--- config.mk ---
export PLATFORM = sky130hd
export DESIGN_NAME = bitshuffle_4byte_elements_core
export DESIGN_NICKNAME = d
export VERILOG_FILES = /design/src/rtl/bs4_pkg.sv /design/src/rtl/bitshuffle_4byte_elements_core.sv /design/src/rtl/bs4_front.sv /design/src/rtl/bs4_queue.sv /design/src/rtl/bs4_back.sv
export VERILOG_INCLUDE_DIRS = /design/src /design/src/rtl
export SDC_FILE = /design/constraint.sdc
export NUM_CORES = 1
export LEC_CHECK = 0
export BUFFER_PORTS_ARGS = -buffer_cell sky130_fd_sc_hd__buf_2
export CAP_MARGIN = 20
export CORE_UTILIZATION = 45
export DETAILED_ROUTE_END_ITERATION = 8
export PLACE_DENSITY = 0.68
export RECOVER_POWER = 50
export REMOVE_ABC_BUFFERS = 1
export SLEW_MARGIN = 20
export SYNTH_ARGS = -nofsm -noshare
export SYNTH_HDL_FRONTEND = slang
export SYNTH_SLANG_ARGS = --single-unit
--- constraint.sdc ---
create_clock -name clk_i -period 29.9 [get_ports clk_i]
set_input_delay 4.485 -clock clk_i [delete_from_list [all_inputs] [get_ports clk_i]]
set_output_delay 4.485 -clock clk_i [all_outputs]
set_load 0.02 [all_outputs]
--- src/rtl/bitshuffle_4byte_elements_core_assert.svh ---
// Assertion macros shared by the bit-transpose core.
`ifndef BITSHUFFLE_4BYTE_ELEMENTS_CORE_ASSERT_SVH
`define BITSHUFFLE_4BYTE_ELEMENTS_CORE_ASSERT_SVH

// Property checked on every clock edge outside of reset.
`define BS4_ASSERT_RST(lbl, clk, rstn, prop, msg) \
  lbl: assert property (@(posedge clk) disable iff (!rstn) prop) else $error(msg);

// Property checked on every clock edge, reset included.
`define BS4_ASSERT_ALWAYS(lbl, clk, prop, msg) \
  lbl: assert property (@(posedge clk) prop) else $error(msg);

`endif

--- src/rtl/bs4_pkg.sv ---
`timescale 1ns / 1ps

package bs4_pkg;

  // Fixed geometry of the transpose.
  localparam int GROUP_SIZE  = 16;
  localparam int POS_W       = 4;
  localparam int NUM_PLANES  = 32;
  localparam int PLANE_W     = 5;
  localparam int ELEM_W      = 32;
  localparam int WORD_W      = 16;
  localparam int OFF_W       = 14;
  localparam int CFG_W       = 13;
  localparam int QUEUE_DEPTH = 2;

  // One complete group handed from the front end to the back end.
  typedef struct packed {
    logic [GROUP_SIZE-1:0][ELEM_W-1:0] elems;
    logic [OFF_W-1:0]                  base;
    logic [OFF_W-1:0]                  stride;
  } group_t;

  // Status of the group queue as seen by its neighbors.
  typedef struct packed {
    logic full;
    logic head_valid;
  } queue_stat_t;

endpackage

--- src/rtl/bitshuffle_4byte_elements_core.sv ---
// Output: a group enters the group queue when its 16th element is accepted, and its first
// bit-plane word is then registered in the output register; the other 31 words follow one per
// cycle when the output is not stalled.
// Throughput: one element per cycle in a group, a group end waiting while the queue is full;
// the sustained rate is set by the back end, one word per unstalled cycle. A two-group queue
// decouples the sides. Reset: asynchronous, active low; clears the block counter, queue and
// output valid, and sets the element count register to 16.
`timescale 1ns / 1ps

`include "bitshuffle_4byte_elements_core_assert.svh"

module bitshuffle_4byte_elements_core #(
  parameter int MAX_ELEMS = 4096
) (
  input  logic                         clk_i,
  input  logic                         rst_ni,
  input  logic                         num_elements_we_i,
  input  logic [bs4_pkg::CFG_W-1:0]    num_elements_i,
  input  logic                         in_valid_i,
  output logic                         in_stall_o,
  input  logic [bs4_pkg::ELEM_W-1:0]   element_i,
  output logic                         out_valid_o,
  input  logic                         out_stall_i,
  output logic [bs4_pkg::OFF_W-1:0]    dest_offset_o,
  output logic [bs4_pkg::WORD_W-1:0]   plane_word_o,
  output logic                         last_o
);

  logic                  push;
  logic                  pop;
  bs4_pkg::group_t       push_data;
  bs4_pkg::group_t       head;
  bs4_pkg::queue_stat_t  q_stat;

  // Front end: gathers elements and classifies group ends.
  bs4_front #(
    .MAX_ELEMS(MAX_ELEMS)
  ) u_front (
    .clk_i            (clk_i),
    .rst_ni           (rst_ni),
    .num_elements_we_i(num_elements_we_i),
    .num_elements_i   (num_elements_i),
    .in_valid_i       (in_valid_i),
    .in_stall_o       (in_stall_o),
    .element_i        (element_i),
    .q_stat_i         (q_stat),
    .push_o           (push),
    .push_data_o      (push_data)
  );

  // Queue of complete groups.
  bs4_queue u_queue (
    .clk_i      (clk_i),
    .rst_ni     (rst_ni),
    .push_i     (push),
    .push_data_i(push_data),
    .pop_i      (pop),
    .head_o     (head),
    .stat_o     (q_stat)
  );

  // Back end: emits the bit planes of the head group.
  bs4_back u_back (
    .clk_i        (clk_i),
    .rst_ni       (rst_ni),
    .head_i       (head),
    .q_stat_i     (q_stat),
    .pop_o        (pop),
    .out_valid_o  (out_valid_o),
    .out_stall_i  (out_stall_i),
    .dest_offset_o(dest_offset_o),
    .plane_word_o (plane_word_o),
    .last_o       (last_o)
  );

  // A completed group is never offered to a full queue.
  `BS4_ASSERT_RST(a_no_overflow, clk_i, rst_ni, !(push && q_stat.full), "group pushed into full queue")
  // The back end only retires a group that is present.
  `BS4_ASSERT_RST(a_pop_valid, clk_i, rst_ni, pop |-> q_stat.head_valid, "pop from empty queue")
  // The input stalls only for lack of queue space.
  `BS4_ASSERT_RST(a_stall_cause, clk_i, rst_ni, in_stall_o |-> q_stat.full, "input stalled with queue space")
  // Retiring a group coincides with its last word entering the output register.
  `BS4_ASSERT_RST(a_pop_last, clk_i, rst_ni, pop |=> (out_valid_o && last_o), "group retired without last word")

endmodule

--- src/rtl/bs4_front.sv ---
`timescale 1ns / 1ps

module bs4_front #(
  parameter int MAX_ELEMS = 4096
) (
  input  logic                         clk_i,
  input  logic                         rst_ni,
  input  logic                         num_elements_we_i,
  input  logic [bs4_pkg::CFG_W-1:0]    num_elements_i,
  input  logic                         in_valid_i,
  output logic                         in_stall_o,
  input  logic [bs4_pkg::ELEM_W-1:0]   element_i,
  input  bs4_pkg::queue_stat_t         q_stat_i,
  output logic                         push_o,
  output bs4_pkg::group_t              push_data_o
);

  localparam int CNT_W = $clog2(MAX_ELEMS);
  localparam int N_W   = $clog2(MAX_ELEMS + 1);
  localparam int CMP_W = (N_W > bs4_pkg::CFG_W) ? N_W : bs4_pkg::CFG_W;

  logic [bs4_pkg::CFG_W-1:0]                        cfg_q;
  logic [CNT_W-1:0]                                 count_q, count_d;
  logic [bs4_pkg::GROUP_SIZE-2:0][bs4_pkg::ELEM_W-1:0] buf_q;
  logic [bs4_pkg::CFG_W-1:0]                        masked;
  logic [N_W-1:0]                                   n_eff;
  logic [N_W-1:0]                                   count_inc;
  logic [bs4_pkg::POS_W-1:0]                        pos;
  logic                                             group_end;
  logic                                             accept;

  // Element count register; the user must write it only while idle, the block does not enforce it.
  always_ff @(posedge clk_i or negedge rst_ni) begin
    if (!rst_ni) begin
      cfg_q <= bs4_pkg::CFG_W'(bs4_pkg::GROUP_SIZE);
    end else if (num_elements_we_i) begin
      cfg_q <= num_elements_i;
    end
  end

  // Effective block length: low bits dropped, zero promoted, clamped at the maximum.
  always_comb begin
    masked = {cfg_q[bs4_pkg::CFG_W-1:bs4_pkg::POS_W], {bs4_pkg::POS_W{1'b0}}};
    if (masked == '0) begin
      n_eff = N_W'(bs4_pkg::GROUP_SIZE);
    end else if (CMP_W'(masked) > CMP_W'(MAX_ELEMS)) begin
      n_eff = N_W'(MAX_ELEMS);
    end else begin
      n_eff = N_W'(masked);
    end
  end

  // Position in the group, and the stall that holds a group end for queue space.
  assign pos        = count_q[bs4_pkg::POS_W-1:0];
  assign group_end  = (pos == bs4_pkg::POS_W'(bs4_pkg::GROUP_SIZE - 1));
  assign in_stall_o = group_end && q_stat_i.full;
  assign accept     = in_valid_i && !in_stall_o;

  // Block position counter, wrapping once it reaches the block length.
  always_comb begin
    count_inc = N_W'(count_q) + N_W'(1);
    if (count_inc >= n_eff) begin
      count_d = '0;
    end else begin
      count_d = CNT_W'(count_inc);
    end
  end

  always_ff @(posedge clk_i or negedge rst_ni) begin
    if (!rst_ni) begin
      count_q <= '0;
    end else if (accept) begin
      count_q <= count_d;
    end
  end

  // Gather the first fifteen elements of a group.
  always_ff @(posedge clk_i) begin
    if (accept && !group_end) begin
      buf_q[pos] <= element_i;
    end
  end

  // The last element completes the group, which goes straight into the queue.
  assign push_o                   = accept && group_end;
  assign push_data_o.elems        = {element_i, buf_q};
  assign push_data_o.base         = bs4_pkg::OFF_W'(count_q >> bs4_pkg::POS_W) << 1;
  assign push_data_o.stride       = bs4_pkg::OFF_W'(n_eff >> 3);

endmodule

--- src/rtl/bs4_queue.sv ---
`timescale 1ns / 1ps

module bs4_queue (
  input  logic                  clk_i,
  input  logic                  rst_ni,
  input  logic                  push_i,
  input  bs4_pkg::group_t       push_data_i,
  input  logic                  pop_i,
  output bs4_pkg::group_t       head_o,
  output bs4_pkg::queue_stat_t  stat_o
);

  localparam int PTR_W = $clog2(bs4_pkg::QUEUE_DEPTH);
  localparam int CNT_W = $clog2(bs4_pkg::QUEUE_DEPTH + 1);

  bs4_pkg::group_t [bs4_pkg::QUEUE_DEPTH-1:0] mem_q;
  logic [PTR_W-1:0] wptr_q, rptr_q;
  logic [CNT_W-1:0] fill_q;
  logic             do_push, do_pop;

  assign stat_o.full       = (fill_q == CNT_W'(bs4_pkg::QUEUE_DEPTH));
  assign stat_o.head_valid = (fill_q != '0);
  assign do_push           = push_i && !stat_o.full;
  assign do_pop            = pop_i && stat_o.head_valid;
  assign head_o            = mem_q[rptr_q];

  // Group storage.
  always_ff @(posedge clk_i) begin
    if (do_push) begin
      mem_q[wptr_q] <= push_data_i;
    end
  end

  // Pointers and fill level.
  always_ff @(posedge clk_i or negedge rst_ni) begin
    if (!rst_ni) begin
      wptr_q <= '0;
      rptr_q <= '0;
      fill_q <= '0;
    end else begin
      if (do_push) begin
        wptr_q <= (wptr_q == PTR_W'(bs4_pkg::QUEUE_DEPTH - 1)) ? '0 : wptr_q + PTR_W'(1);
      end
      if (do_pop) begin
        rptr_q <= (rptr_q == PTR_W'(bs4_pkg::QUEUE_DEPTH - 1)) ? '0 : rptr_q + PTR_W'(1);
      end
      if (do_push && !do_pop) begin
        fill_q <= fill_q + CNT_W'(1);
      end else if (do_pop && !do_push) begin
        fill_q <= fill_q - CNT_W'(1);
      end
    end
  end

endmodule

--- src/rtl/bs4_back.sv ---
`timescale 1ns / 1ps

module bs4_back (
  input  logic                         clk_i,
  input  logic                         rst_ni,
  input  bs4_pkg::group_t              head_i,
  input  bs4_pkg::queue_stat_t         q_stat_i,
  output logic                         pop_o,
  output logic                         out_valid_o,
  input  logic                         out_stall_i,
  output logic [bs4_pkg::OFF_W-1:0]    dest_offset_o,
  output logic [bs4_pkg::WORD_W-1:0]   plane_word_o,
  output logic                         last_o
);

  logic [bs4_pkg::PLANE_W-1:0] plane_q;
  logic [bs4_pkg::OFF_W-1:0]   acc_q;
  logic                        out_valid_q;
  logic [bs4_pkg::OFF_W-1:0]   off_q;
  logic [bs4_pkg::WORD_W-1:0]  word_q, word_d;
  logic                        last_q;
  logic                        plane_last;
  logic                        advance;

  // A new word is formed whenever a group waits and the output register is free.
  assign advance    = q_stat_i.head_valid && (!out_valid_q || !out_stall_i);
  assign plane_last = (plane_q == bs4_pkg::PLANE_W'(bs4_pkg::NUM_PLANES - 1));
  assign pop_o      = advance && plane_last;

  // Pick bit of the current plane out of every element of the group.
  always_comb begin
    for (int e = 0; e < bs4_pkg::GROUP_SIZE; e++) begin
      word_d[e] = head_i.elems[e][plane_q];
    end
  end

  // Plane counter and running plane offset.
  always_ff @(posedge clk_i or negedge rst_ni) begin
    if (!rst_ni) begin
      plane_q     <= '0;
      acc_q       <= '0;
      out_valid_q <= 1'b0;
    end else begin
      if (advance) begin
        plane_q     <= plane_q + bs4_pkg::PLANE_W'(1);
        acc_q       <= plane_last ? '0 : acc_q + head_i.stride;
        out_valid_q <= 1'b1;
      end else if (!out_stall_i) begin
        out_valid_q <= 1'b0;
      end
    end
  end

  // Output register holding the word until the transaction completes.
  always_ff @(posedge clk_i) begin
    if (advance) begin
      off_q  <= head_i.base + acc_q;
      word_q <= word_d;
      last_q <= plane_last;
    end
  end

  assign out_valid_o   = out_valid_q;
  assign dest_offset_o = off_q;
  assign plane_word_o  = word_q;
  assign last_o        = last_q;

endmodule

==> key figures <==
Place
  – Setup WS pre-CTS: 20630 ps
  – Number of I/O port buffers: 77
  – GPL Wtd Cong: 0.806
  – Dpl hpwl: roughly 64000 microns
  – Placed cell count: 4517

Floorplanning
  – Number of I/O pins: 83
  – Die area: 132000 sq um
  – Initial core utilization: 45.4%
  – CORE AREA: 130000 sq um
  – Die Wd: 364 microns
  – Die height: roughly 360 microns
  – Cell Rows: 132

Critical path
  – Startpoint Class: flip-flop
  – Setup crit end kind: flip-flop
  – Worst path required time: 30340 ps
  – Kind of critical path: flip-flop to flip-flop
  – CP Max Fanout: 53
  – Arrival @ worst endpoint: 9760 ps

Timing
  – Period Utilization, post-route: between 30% and 40%
  – Pins Over Slew Limit: 278
  – Clock skew: 31.9 ps
  – Setup WS post-layout: 20580 ps
  – Fin Hold WS: 428 ps
  – TNS Setup: 0 ps
  – Crit path time final: 9320 ps
  – Rel. slew slack: -172%
  – Actual slew at the worst max-slew pin: about 4100 ps
  – Fmax: 107 MHz
  – Unrepaired setup endpoints after global routing: no
  – Setup violators final: 0
  – Hold Fails Final Rpt: 0

Clock tree
  – # H-tree levels: 4
  – Post CTS Setup Buffer Count: 0
  – Clock sink count: between 1500 and 2000
  – Post-cts gate resize count: 0
  – # hold bufs at CTS: 0
  – CTS root buf: clkbuf_16
  – Inserted Clock Buffers: 156
  – Worst-case clock buffer depth: 3
  – Clock latency on the worst-skew pair: about 750 ps
  – CTS tree: yes
  – Worst-path clk slew: 60 ps

Finish
  – Layout area overhead: 12.4%
  – Layout cells sized above 1: between 15 and 20%
  – Post-layout net count: between 3000 and 4000
  – Antenna Cells: 0
  – Non-filler cells in the finished layout: 4802

Global routing
  – Grt ovf: 0
  – Initial antenna violation count: 4
  – GRT Overall Usage: ~18%
  – First-pass GRT wire length: 171000 microns
  – Largest net degree at the start of global routing: 175
  – Number of global-route vias before repair: between 20000 and 30000

Synth
  – Post-synth top area share: between 70% and 80%
  – Sequential share of the synthesized area: 81.8%
  – Cell with the most instances after synthesis: edfxtp_1
  – Count of cell types in the netlist: 68
  – Fraction of registers with async set/reset: 2.73%
  – Mean Syn Cell Area: about 21 sq um
  – Post-synth EDFFs: 1568
  – Synth area leader: edfxtp_1
  – Register bit total from synthesis: approximately 1600
  – Top post-synthesis cells by count: edfxtp_1 (1568), mux2i_1 (162), mux4_2 (144)
  – Mapped Area: 58900 sq um
  – Yosys warns: 0
  – Count of mapped cells out of synthesis: 2772
  – Area contributors post-synth: edfxtp_1 (80%), mux4_2 (5.5%), mux2i_1 (2.8%)
  – Top FF cell, synth: edfxtp_1

Routing
  – WL met3: 6010 microns
  – ANT nets after route: 0
  – Via count: 26500
  – DR DRC count: 0
  – Met2 Wirelength: between 50000 and 60000 microns
  – Drt wl/cell: 24.0 microns
  – Final WL: 115000 microns
  – Met1 wire length: 49400 microns
  – Highest metal used: met5
  – DR pass1 iterations: 5
  – Via density: 5.52
  – 1st-iter DRT viols: 2275

Power and ir drop
  – Worst vdd ir: 0.0586 mV
  – Final total power: between 5 and 6 mW
  – Power Density: 81.1 nW/um^2
  – Static Leakage: 20.6 nW

Hold path
  – HP Class: flip-flop to flip-flop

Run status
  – Status: finished, violations left
  – Failing checks: capacitance limit, slew limit

Flow run
  – Max-Cap Viols: 7
[layout make-up]
class                   count  area (sq um)
multi-input cells        1017         10100
repair buffers            125           763
well taps                1742          2180
flip-flops and latches   1612         48200
clock inverters            79           721
fillers                  9985         63500
clock buffers             204          4190
inverters                  23          88.8
[metrics by stage]
step,cell area (sq um),util [%]
floorplan,58200,-
global placement,61300,47.3
detailed placement,61300,47.3
CTS,66200,51.1
global route,66200,51.1
finish,66200,51.1
[power breakdown]
part / internal, mW / switching, mW / total [mW] / leakage [nW]
sequential: 2.61 / 0.0822 / 2.69 / 14.7
combinational: 0.284 / 0.515 / 0.798 / 3.56
clock: 1.09 / 0.791 / 1.88 / 2.40
total: 3.98 / 1.39 / 5.37 / 20.6
[cells by family (layout without fill, tap and decap cells)]
| logic type | count (synthesis) | count (layout) | synth area share (%) |
|---|---|---|---|
| flops | 1612 | 1612 | 81.8 |
| buf+inv | 143 | 431 | 1.32 |
| mux | 378 | 378 | 9.64 |
| simple gates | 251 | 251 | 2.18 |
| compound gates | 322 | 322 | 3.81 |
| other cells | 1 | 1 | 0.00637 |
| xor+xnor | 30 | 30 | 0.446 |
| fa+ha+maj | 35 | 35 | 0.769 |
[worst paths after layout]
kind	start	to	slack (ps)	cells past startpoint
max reg2reg	u_back.plane_q[0]	u_back.plane_word_o[13]	20580	6
min reg2reg	u_front.push_data_o[295]	u_queue.mem_q[295]	430	0
min	u_front.push_data_o[295]	u_queue.mem_q[295]	430	0
max in group asynchronous	rst_ni	u_back.plane_q[1]	23220	2
max	u_back.plane_q[0]	u_back.plane_word_o[13]	20580	6
min in group asynchronous	rst_ni	u_back.acc_q[10]	4710	2
[layer usage]
layer / global-route usage [%] / vias up
li1: - / 11700
met1: 24.0 / 13900
met2: 29.0 / 769
met3: 2.60 / 175
met4: 5.49 / 6
met5: 0 / -
[cells in the final DEF, fill, tap and decap left out, types with 11 or more instances in the layout]
| cell | n |
|---|---|
| edfxtp_1 | 1568 |
| mux2i_1 | 162 |
| clkbuf_16 | 161 |
| mux4_2 | 144 |
| clkbuf_1 | 81 |
| mux2_2 | 70 |
| a22oi_1 | 64 |
| nand2_1 | 63 |
| nor2_1 | 53 |
| o22ai_1 | 49 |
| a211oi_1 | 45 |
| buf_2 | 43 |
| dfrtp_1 | 42 |
| o21ai_0 | 41 |
| buf_4 | 38 |
| ha_1 | 33 |
| a21oi_1 | 32 |
| clkinv_1 | 31 |
| clkinv_2 | 24 |
| nor3_1 | 22 |
| o31ai_1 | 22 |
| nand4_1 | 21 |
| inv_1 | 19 |
| xnor2_1 | 18 |
| nor2b_1 | 18 |
| o221ai_1 | 16 |
| xor2_1 | 12 |
| bufinv_16 | 12 |
| a21o_1 | 11 |
[sequential cells by signal, summed over array words and instances (netlist names), 5 cells and up]
| signal | cells |
|---|---|
| u_back.plane_q | 5 |
| u_front.count_q | 12 |
| u_back.plane_word_o | 16 |
| u_front.push_data_o | 480 |
| u_back.acc_q | 13 |
| u_back.dest_offset_o | 13 |
| u_front.cfg_q | 9 |
| u_queue.mem_q | 1058 |
[critical path, cell delays in order (launching register included)]
cell and delay (ps):
dfrtp_1 1720, clkbuf_1 2980, clkbuf_1 2390, mux4_2 480, mux2_2 290, o21ai_0 800, o31ai_1 270
(Power assumes the default switching activity.)
